### src/rtl/core/kscp_pkg.sv
`timescale 1ns / 1ps

package kscp_pkg;

  // queue geometry
  localparam int QUEUE_DEPTH = 64;
  localparam int PTR_W       = $clog2(QUEUE_DEPTH);
  localparam int CNT_W       = $clog2(QUEUE_DEPTH + 1);

  // bytes pushed for one key press
  localparam int PRESS_BYTES = 6;
  localparam int PUSH_CNT_W  = $clog2(PRESS_BYTES);

  // bus constants
  localparam logic [3:0] CMD_ADDR  = 4'h4;
  localparam logic [7:0] CMD_RESET = 8'h9F;
  localparam logic [7:0] ANS_RESET = 8'h80;
  localparam logic [7:0] ANS_IDLE  = 8'hFF;

  typedef enum logic [1:0] {
    ACT_READ  = 2'd0,
    ACT_WRITE = 2'd1,
    ACT_PRESS = 2'd2,
    ACT_NONE  = 2'd3
  } act_e;

  typedef enum logic [1:0] {
    MODE_RESET    = 2'd0,
    MODE_ANNOUNCE = 2'd1,
    MODE_REPORT   = 2'd2
  } mode_e;

  typedef enum logic [1:0] {
    SEL_ROW = 2'd0,
    SEL_COL = 2'd1,
    SEL_MOD = 2'd2
  } byte_sel_e;

  typedef enum logic [1:0] {
    ST_IDLE = 2'd0,
    ST_EXEC = 2'd1,
    ST_PUSH = 2'd2
  } state_e;

  // controller to datapath
  typedef struct packed {
    logic      capture;
    logic      exec;
    logic      push;
    logic      push_last;
    byte_sel_e byte_sel;
  } ctrl_cmd_t;

  // datapath to controller
  typedef struct packed {
    logic is_press;
    logic room_ok;
  } dp_status_t;

endpackage

### src/rtl/core/kscp_ctrl.sv
`timescale 1ns / 1ps

module kscp_ctrl (
  input  logic                 clk_i,
  input  logic                 rst_ni,
  input  logic                 start_i,
  input  kscp_pkg::dp_status_t status_i,
  output kscp_pkg::ctrl_cmd_t  cmd_o,
  output logic                 busy_o
);
  import kscp_pkg::*;

  state_e                state_q, state_d;
  logic [PUSH_CNT_W-1:0] cnt_q, cnt_d;
  logic                  cnt_last;

  assign cnt_last = (cnt_q == PUSH_CNT_W'(PRESS_BYTES - 1));

  // state and push counter registers
  always_ff @(posedge clk_i or negedge rst_ni) begin
    if (!rst_ni) begin
      state_q <= ST_IDLE;
      cnt_q   <= '0;
    end else begin
      state_q <= state_d;
      cnt_q   <= cnt_d;
    end
  end

  // next state
  always_comb begin
    state_d = state_q;
    cnt_d   = cnt_q;
    case (state_q)
      ST_IDLE: begin
        cnt_d = '0;
        if (start_i) begin
          if (status_i.is_press && status_i.room_ok) begin
            state_d = ST_PUSH;
          end else begin
            state_d = ST_EXEC;
          end
        end
      end
      ST_EXEC: begin
        state_d = ST_IDLE;
      end
      ST_PUSH: begin
        if (cnt_last) begin
          state_d = ST_IDLE;
          cnt_d   = '0;
        end else begin
          cnt_d = cnt_q + 1'b1;
        end
      end
      default: begin
        state_d = ST_IDLE;
        cnt_d   = '0;
      end
    endcase
  end

  // outputs
  always_comb begin
    cmd_o           = '0;
    cmd_o.byte_sel  = SEL_ROW;
    busy_o          = (state_q != ST_IDLE);
    cmd_o.capture   = (state_q == ST_IDLE) && start_i;
    cmd_o.exec      = (state_q == ST_EXEC);
    cmd_o.push      = (state_q == ST_PUSH);
    cmd_o.push_last = (state_q == ST_PUSH) && cnt_last;
    // row, column, modifier, then again
    case (cnt_q)
      PUSH_CNT_W'(0), PUSH_CNT_W'(3): cmd_o.byte_sel = SEL_ROW;
      PUSH_CNT_W'(1), PUSH_CNT_W'(4): cmd_o.byte_sel = SEL_COL;
      default:                        cmd_o.byte_sel = SEL_MOD;
    endcase
  end

endmodule

### src/rtl/core/kscp_dp.sv
`timescale 1ns / 1ps

module kscp_dp (
  input  logic                 clk_i,
  input  logic                 rst_ni,
  input  kscp_pkg::ctrl_cmd_t  cmd_i,
  output kscp_pkg::dp_status_t status_o,
  input  logic [1:0]           action_i,
  input  logic [3:0]           address_i,
  input  logic [7:0]           value_i,
  input  logic [7:0]           key_row_i,
  input  logic [7:0]           key_column_i,
  input  logic [7:0]           key_modifier_i,
  output logic                 done_o,
  output logic [7:0]           read_data_o,
  output logic                 key_dropped_o
);
  import kscp_pkg::*;

  localparam logic [PTR_W-1:0] PTR_LAST = PTR_W'(QUEUE_DEPTH - 1);
  localparam logic [CNT_W-1:0] ROOM_MAX = CNT_W'(QUEUE_DEPTH - PRESS_BYTES);

  // byte queue storage
  logic [7:0] mem_q [QUEUE_DEPTH];
  logic [7:0] front_q;

  // captured word
  act_e       act_q;
  logic [3:0] addr_q;
  logic [7:0] value_q, row_q, col_q, mod_q;

  // port state
  mode_e            mode_q, mode_d;
  logic [1:0]       phase_q, phase_d;
  logic [7:0]       mask_q, mask_d;
  logic [PTR_W-1:0] head_q, head_d, tail_q, tail_d;
  logic [CNT_W-1:0] count_q, count_d;
  logic [1:0]       mod3_q, mod3_d;

  // result registers
  logic       done_q;
  logic [7:0] rdata_q, rdata_d;
  logic       drop_q;

  logic [7:0] push_byte;
  logic       pop;

  assign status_o.is_press = (act_e'(action_i) == ACT_PRESS);
  assign status_o.room_ok  = (count_q <= ROOM_MAX);

  // byte chosen for this push cycle
  always_comb begin
    case (cmd_i.byte_sel)
      SEL_ROW: push_byte = row_q;
      SEL_COL: push_byte = col_q;
      default: push_byte = mod_q;
    endcase
  end

  // queue memory, registered read at the head
  always_ff @(posedge clk_i) begin
    if (cmd_i.push) begin
      mem_q[tail_q] <= push_byte;
    end
    front_q <= mem_q[head_q];
  end

  // capture the accepted word
  always_ff @(posedge clk_i) begin
    if (cmd_i.capture) begin
      act_q   <= act_e'(action_i);
      addr_q  <= address_i;
      value_q <= value_i;
      row_q   <= key_row_i;
      col_q   <= key_column_i;
      mod_q   <= key_modifier_i;
    end
  end

  // bus read / write and push handling
  always_comb begin
    mode_d  = mode_q;
    phase_d = phase_q;
    mask_d  = mask_q;
    head_d  = head_q;
    tail_d  = tail_q;
    count_d = count_q;
    mod3_d  = mod3_q;
    rdata_d = '0;
    pop     = 1'b0;

    if (cmd_i.exec) begin
      if (act_q == ACT_READ) begin
        if (addr_q == CMD_ADDR) begin
          rdata_d = ANS_IDLE;
        end else if (mode_q == MODE_RESET) begin
          rdata_d = ANS_RESET;
        end else if (mode_q == MODE_ANNOUNCE) begin
          if (count_q == '0) begin
            rdata_d = ANS_IDLE;
          end else begin
            mode_d = MODE_REPORT;
          end
        end else if (phase_q != 2'd1) begin
          // compare step
          if (count_q == '0) begin
            rdata_d = ANS_IDLE;
          end else if ((mask_q & front_q) == front_q) begin
            rdata_d = ANS_IDLE;
          end else begin
            pop = 1'b1;
            if (mod3_q == 2'd1) begin
              mode_d = MODE_ANNOUNCE;
            end
          end
        end else begin
          // data byte step
          if (count_q != '0) begin
            rdata_d = front_q;
            pop     = 1'b1;
          end
        end
      end else if (act_q == ACT_WRITE) begin
        if (addr_q == CMD_ADDR) begin
          if (value_q == CMD_RESET) begin
            mode_d = MODE_RESET;
          end else if (value_q == 8'h00 && mod3_q == 2'd0 && mode_q != MODE_REPORT) begin
            mode_d  = MODE_ANNOUNCE;
            phase_d = 2'd0;
          end else begin
            mode_d = MODE_REPORT;
            mask_d = value_q;
          end
        end
      end
    end

    if (pop) begin
      head_d  = (head_q == PTR_LAST) ? '0 : head_q + 1'b1;
      count_d = count_q - 1'b1;
      mod3_d  = (mod3_q == 2'd0) ? 2'd2 : mod3_q - 2'd1;
      phase_d = (phase_q == 2'd2) ? 2'd0 : phase_q + 2'd1;
    end

    if (cmd_i.push) begin
      tail_d  = (tail_q == PTR_LAST) ? '0 : tail_q + 1'b1;
      count_d = count_q + 1'b1;
      mod3_d  = (mod3_q == 2'd2) ? 2'd0 : mod3_q + 2'd1;
    end
  end

  // port state registers
  always_ff @(posedge clk_i or negedge rst_ni) begin
    if (!rst_ni) begin
      mode_q  <= MODE_RESET;
      phase_q <= '0;
      mask_q  <= '0;
      head_q  <= '0;
      tail_q  <= '0;
      count_q <= '0;
      mod3_q  <= '0;
      done_q  <= 1'b0;
    end else begin
      mode_q  <= mode_d;
      phase_q <= phase_d;
      mask_q  <= mask_d;
      head_q  <= head_d;
      tail_q  <= tail_d;
      count_q <= count_d;
      mod3_q  <= mod3_d;
      done_q  <= cmd_i.exec | cmd_i.push_last;
    end
  end

  // result word
  always_ff @(posedge clk_i) begin
    if (cmd_i.exec | cmd_i.push_last) begin
      rdata_q <= rdata_d;
      drop_q  <= cmd_i.exec && (act_q == ACT_PRESS);
    end
  end

  assign done_o        = done_q;
  assign read_data_o   = rdata_q;
  assign key_dropped_o = drop_q;

endmodule

### src/rtl/core/keyboard_scan_code_port_unit.sv
`timescale 1ns / 1ps
// keyboard scan code port
// command channel: a word (action, address, value, key bytes) is taken at a
// rising edge with start_i high and busy_o low. busy_o stays high while the
// word is worked on.
// result channel: done_o is high for exactly one cycle with read_data_o and
// key_dropped_o valid; the receiver must take it then, it cannot stall.
// flow: a bus read, bus write, ignored action or dropped key press passes
// through the exec state and gives its result from the done register.
// a key press that fits pushes six bytes into the queue, one per cycle
// through the single write port of the queue memory; its result
// comes from the done register, set by the last push.
// the front byte comes from a registered read of the queue memory at the
// head pointer, fetched in the cycle the word is accepted.
// reset: mode returns to reset mode, queue empty, phase and mask cleared;
// queue contents are not cleared and are read only once written.
// a new word may be accepted in the cycle its predecessor's result shows.

module keyboard_scan_code_port_unit (
  input  logic       clk_i,
  input  logic       rst_ni,
  input  logic       start_i,
  output logic       busy_o,
  input  logic [1:0] action_i,
  input  logic [3:0] address_i,
  input  logic [7:0] value_i,
  input  logic [7:0] key_row_i,
  input  logic [7:0] key_column_i,
  input  logic [7:0] key_modifier_i,
  output logic       done_o,
  output logic [7:0] read_data_o,
  output logic       key_dropped_o
);
  import kscp_pkg::*;

  ctrl_cmd_t  cmd;
  dp_status_t status;

  // sequencer
  kscp_ctrl u_ctrl (
    .clk_i    (clk_i),
    .rst_ni   (rst_ni),
    .start_i  (start_i),
    .status_i (status),
    .cmd_o    (cmd),
    .busy_o   (busy_o)
  );

  // queue and port state
  kscp_dp u_dp (
    .clk_i          (clk_i),
    .rst_ni         (rst_ni),
    .cmd_i          (cmd),
    .status_o       (status),
    .action_i       (action_i),
    .address_i      (address_i),
    .value_i        (value_i),
    .key_row_i      (key_row_i),
    .key_column_i   (key_column_i),
    .key_modifier_i (key_modifier_i),
    .done_o         (done_o),
    .read_data_o    (read_data_o),
    .key_dropped_o  (key_dropped_o)
  );

endmodule
### config.mk
export PLATFORM = sky130hd
export DESIGN_NAME = keyboard_scan_code_port_unit
export DESIGN_NICKNAME = d
export VERILOG_FILES = /design/src/rtl/core/kscp_pkg.sv /design/src/rtl/core/kscp_ctrl.sv /design/src/rtl/core/kscp_dp.sv /design/src/rtl/core/keyboard_scan_code_port_unit.sv
export SDC_FILE = /design/constraint.sdc
export NUM_CORES = 1
export LEC_CHECK = 0
export BUFFER_PORTS_ARGS = -buffer_cell sky130_fd_sc_hd__clkbuf_2
export CAP_MARGIN = 30
export CORE_ASPECT_RATIO = 0.5
export CORE_MARGIN = 5
export CORE_UTILIZATION = 55
export DETAILED_ROUTE_END_ITERATION = 6
export PLACE_DENSITY = 0.74
export SYNTH_ARGS = -nofsm -noshare
export SYNTH_HDL_FRONTEND = slang
export SYNTH_SLANG_ARGS = --single-unit
### constraint.sdc
create_clock -name clk_i -period 4.02 [get_ports clk_i]
set_clock_uncertainty 0.15 [all_clocks]
set_input_delay 0 -clock clk_i [delete_from_list [all_inputs] [get_ports clk_i]]
set_output_delay 0 -clock clk_i [all_outputs]
set_load 0.005 [all_outputs]
# Word level (Yosys, flattened, before mapping)
# Memories as Yosys holds them, arrays and structs flattened. A register that Yosys moved wholly into a read port is not among the register bits.
# Cells that the tools add are included.
# word_totals
ff_bits	86
ramBits	512
input_bits	41
output_inout_bits	11
elab_cells	150
mem_count	1
# mem_list
name	words	width	read_ports	rd_ports_with_merged_regs	wr	line	source
u_dp.mem_q	64	8	1	1	1	kscp_dp.sv:24	logic [7:0] mem_q [QUEUE_DEPTH];
# classes
n_addsub	8
order_cmp	1
eq_ne	29
mux	56
bitwise_logic	5
reduce_logical	32
# ops
operator	n
$mux 8	8
$mux 2	28
$pmux 8 s2	1
$reduce_bool 2->1	8
$mux 7	2
$add 6x1->6 const B	2
$eq 6x6->1 const B	2
$mux 6	2
$reduce_and 6->1	2
$mux 1	11
$eq 2x1->1 const B	5
$eq 2x2->1 const B	5
$logic_not 2->1	5
$ne 2x1->1 const B	5
$reduce_and 9->1	1
$and 8x8->8	1
$eq 8x8->1	1
$eq 8x8->1 const B	1
$logic_not 8->1	1
$ne 2x2->1 const B	4
$pmux 2 s2	2
$add 7x1->7 const B	1
$le 7x6->1 const B	1
$logic_not 7->1	1
other kinds (19)	31

# Depth between registers and ports, before layout
# logic_depth
word_depth	12
depth_mapped	11
depth_no_buf	8

# Cells and area by module
# Synthesis repeated with hierarchy kept, for this count alone.
# unflattened
cells_unflattened	1277
hier_area_um2	23960.5
# modules_own_cells
mod	instances	cells_each	area_each_um2	seq_area_each_um2
kscp_dp	1	1246	23694.0	17797.1
kscp_ctrl	1	31	266.5	125.1

# Worst setup path before layout
# Ideal clock, no wire load.
# synth_timing
path_kind	reg2reg
startpoint	reg u_ctrl.cnt_q[0]
endpoint	mem u_dp.mem_q[0][0] (data pin)
setup_time_ns	0.548
arrival_time_ns	3.021
required_time_ns	3.322
setup_slack_ns	0.301
path_stages_with_launch	5
n_path_buf	2
period_less_slack_ns	3.719
path_cell_list	dfrtp_1 -> buf_1 -> clkbuf_1 -> o22ai_1 -> a21oi_1
# synth_between
elab_chain_cells	5
word_cells_on_any_way	10
classes_between	4 x eq/ne; 2 x mux; 4 x reduce/logical
# synth_rtl
item	line	source
start, declared	kscp_ctrl.sv:14	logic [PUSH_CNT_W-1:0] cnt_q, cnt_d;
start signal, assigned	kscp_ctrl.sv:26	cnt_q <= cnt_d;
$eq 3x1->1, or another cell as far along	kscp_ctrl.sv:73	case (cnt_q)
$reduce_or 2->1	kscp_ctrl.sv:73	
$pmux 2 s2 *	kscp_ctrl.sv:73	
$eq 2x1->1 or $logic_not 2->1 (tied branches)	kscp_dp.sv:53	case (cmd_i.byte_sel)
$pmux 8 s2 *	kscp_dp.sv:53	
via u_dp.push_byte[0]	kscp_dp.sv:45	logic [7:0] push_byte;
end, declared	kscp_dp.sv:24	
# Mark *: on every way through the listed nets, which the timed path passes. The rest lies on a longest branch.

==> metrics.md <==
| Metric | Value |
|---|---|
| Post-cts resize count | `0` |
| Sequential-to-total area share from yosys stat | `74.3%` |
| Yosys top cell area share | `69.6%` |
| CP max-delay cell | `dfrtp_4` |
| Post-Synth XOR/XNOR Area | `0.399%` |
| Startpoint types | `flop` |
| Crit. End Element | `flop` |
| Worst-Margin Slew | `1.08 ns` |
| R2R depth | `7` |
| Largest family of logic cells by synthesized area | `multiplexers` |
| Grt ovf | `0` |
| Most frequent cells in the layout | `edfxtp_1 (559), mux4_2 (141), nor2_1 (88)` |
| Slew headroom | `27.9%` |
| TritonCTS Sinks | `606` |
| Primary FF master, synth | `edfxtp_1` |
| DP Worst Slack | `0.731 ns` |
| Via density | `6.36` |
| Starting Density | `55.5%` |
| GR Layer Usage met3 | `5.09%` |
| CTS max path bufs | `3` |
| Top post-synthesis cells by area | `edfxtp_1 (70%), mux4_2 (13%), dfrtp_1 (4.0%), nor2_1 (1.4%), mux2i_1 (0.79%)` |
| CP bufs+invs | `1` |
| Post CTS Setup Buffer Count | `0` |
| R2r startpoint | `u_dp.head_q[1]` |
| Die height | `158 um` |
| Crit Path Category | `flop to flop` |
| Register area | `17900 um^2` |
| Post-route antenna net violation count | `0` |
| Drt first-iter violations | `1865` |
| Most common cell after layout, fill and taps aside | `edfxtp_1` |
| Worst skew pair latency | `0.59 ns` |
| Max Cap Violations | `0` |
| Worst reg2reg endpoint | `u_dp.front_q[2]` |
| Avg Inst Size Synth | `19.4 um^2` |
| Reg-to-reg slack, setup | `0.71 ns` |
| Die Width | `306 um` |
| NumNets Final | `1486` |
| # DRC | `0` |
| Area share of fa/ha/maj cells after synthesis | `0.601%` |
| Syn nets | `1296` |
| P_leak | `0.00898 uW` |
| Critical Path AT | `3.64 ns` |
| CTS root buf | `clkbuf_16` |
| Via count | `13100` |
| Number of global-route vias before repair | `13300` |
| Clock transition at the registers of the reported paths | `0.07 ns` |
| Io pins | `52` |
| Layout cells sized above 1 | `24.7%` |
| Global routing's busiest layer | `met2` |
| Final hold violations | `0` |
| Worst hold stages | `2` |
| Critical Path RT | `4.35 ns` |
| Multi-input gate area | `5880 um^2` |
| GRT Util Overall | `23.3%` |
| Max-slew violation count | `0` |
| Met1 Usage GRT | `32.0%` |
| Status | `finished clean` |
| Cell taking the most area after synthesis | `edfxtp_1` |
| Yosys warns | `0` |
| RSZ-0062 raised after global routing | `no` |
| Setup TNS | `0 ns` |
| CP max stage delay | `1.00 ns` |
| EDFF count, synth | `559` |
| Drt first pass iters | `5` |
| Mapped Area | `24100 um^2` |
| Final setup margin | `0.713 ns` |
| Detailed-route wire length per cell | `27.3 um` |
| CP top delay family | `flip-flops` |
| Core Area | `43400 um^2` |
| Max IR drop VDD | `0.402 mV` |
| Gpl congestion | `0.863` |
| Number of port buffers | `51` |
| Netlist cell types | `62` |
| Final min period | `3.31 ns` |
| Final period utilization | `82.3%` |
| Global-route wire length before repair | `84400 um` |
| Pwr/cell area | `562 nW/um^2` |
| Final setup fails | `0` |
| Worst Hold Endpoint | `u_dp.act_q[1]` |
| Post-synthesis simple-gate area fraction | `4.16%` |
| Antenna fix cells | `0` |
| Worst hold start | `action_i[1]` |
| Initial antenna violation count | `1` |
| GRT met2 Usage | `38.8%` |
| Fraction of registers with async set/reset | `6.44%` |
| CTS tree | `yes` |
| Critical-path maximum fanout | `59` |
| Syn Inst Count | `1244` |
| Crit path top cell by count | `a311oi_1` |
| Area grow syn2layout | `15.6%` |
| Hold Path Class | `primary input to flop` |
| DP HPWL | `33200 um` |
| CP Cell Sequence | `buf_4 > mux4_2 > nor2_1 > nor4_1 > a311oi_1 > a311oi_1 > a21o_1` |
| Seq cells post-synth | `606` |
| Synth Area in Compound Gates | `3.86%` |
| Die Footprint | `48400 um^2` |
| TritonCTS buffer count | `51` |
| Filler instances | `2761` |
| H-tree levels | `2` |
| Final wirelength | `56100 um` |
| Mux contribution to synthesized area | `15.0%` |
| Fmax | `302 MHz` |
| Pin count of the biggest net entering global routing | `65` |
| # rows | `54` |
-- final cells by class --
cell class                 instances  share of cell area [%]
multi-input combinational        553                    21.1
timing repair buffer             201                    5.92
clock inverter                    27                    1.05
tap                              588                    2.64
sequential                       606                    64.3
inverter                          21                   0.283
clock buffer                      62                    4.72
-- per-layer routing --
metal	vias up	routed length [um]
met5	-	0
met4	0	1680
met3	134	5430
met2	702	27600
met1	6806	21400
li1	5445	-
-- synth_stat cells (16+ instances only) --
| master | n |
|---|---|
| inv_1 | 18 |
| mux2i_1 | 19 |
| o22ai_1 | 23 |
| nand2_1 | 40 |
| nor2b_1 | 22 |
| buf_2 | 19 |
| nor2_1 | 88 |
| mux2_1 | 16 |
| edfxtp_1 | 559 |
| dfrtp_1 | 39 |
| mux4_2 | 141 |
| o21ai_0 | 16 |
| a21oi_1 | 32 |
| clkbuf_1 | 28 |
-- sequential cells by signal, summed over array words and instances, names as in the netlist, 7 cells and up --
signal	count
u_dp.read_data_o	8
u_dp.mod_q	8
u_dp.front_q	8
u_dp.mem_q	512
u_dp.mask_q	8
u_dp.value_q	8
u_dp.col_q	8
u_dp.row_q	8
u_dp.count_q	7
-- where the power goes --
group	switching, uW	total, uW	internal (uW)
registers	329	8170	7840
logic	1680	2650	971
clock network	2200	4860	2670
total	4200	15700	11500
-- kinds of logic (layout without fill, tap and decap cells) --
logic type / count (synthesis) / after routing
flops: 606 / 606
simple gates: 207 / 207
mux: 182 / 182
compound gates: 142 / 142
buf+inv: 85 / 311
fa+ha+maj: 11 / 11
xor+xnor: 11 / 11
-- metrics by stage --
stage	hold WS (ns)	total power (uW)	instance area, um^2	instances	utilization (%)
2_1_floorplan	-0.446	9860	24100	1244	-
3_3_place_gp	0.0271	10700	25500	1890	58.7
3_5_place_dp	-0.229	10800	25500	1891	58.7
4_1_cts	0.00126	15700	27900	2057	64.2
5_1_grt	0.0336	16300	27900	2058	64.2
6_report	0.0357	15700	27900	2058	64.2
-- worst max path at each step --
stage               startpoint               end  slack (ns)  cells after the start
6_report        u_dp.head_q[1]   u_dp.front_q[2]        0.71                      7
5_1_grt         u_dp.head_q[1]   u_dp.front_q[5]        0.53                      7
3_5_place_dp    u_dp.head_q[1]   u_dp.front_q[5]        0.73                      6
4_1_cts         u_dp.head_q[1]   u_dp.front_q[5]        0.70                      6
3_3_place_gp    u_dp.head_q[1]   u_dp.front_q[2]        0.79                      6
2_1_floorplan  u_ctrl.cnt_q[0]  u_dp.mem_q[0][0]        0.30                      4
-- what timing repair did --
action / 4_1_cts / 5_1_grt
hold buffers: 77 / 1
endpoints found under the hold margin: 93 / 1
setup endpoints to repair: 0 / 0
Power figures use the tool's default switching activity.
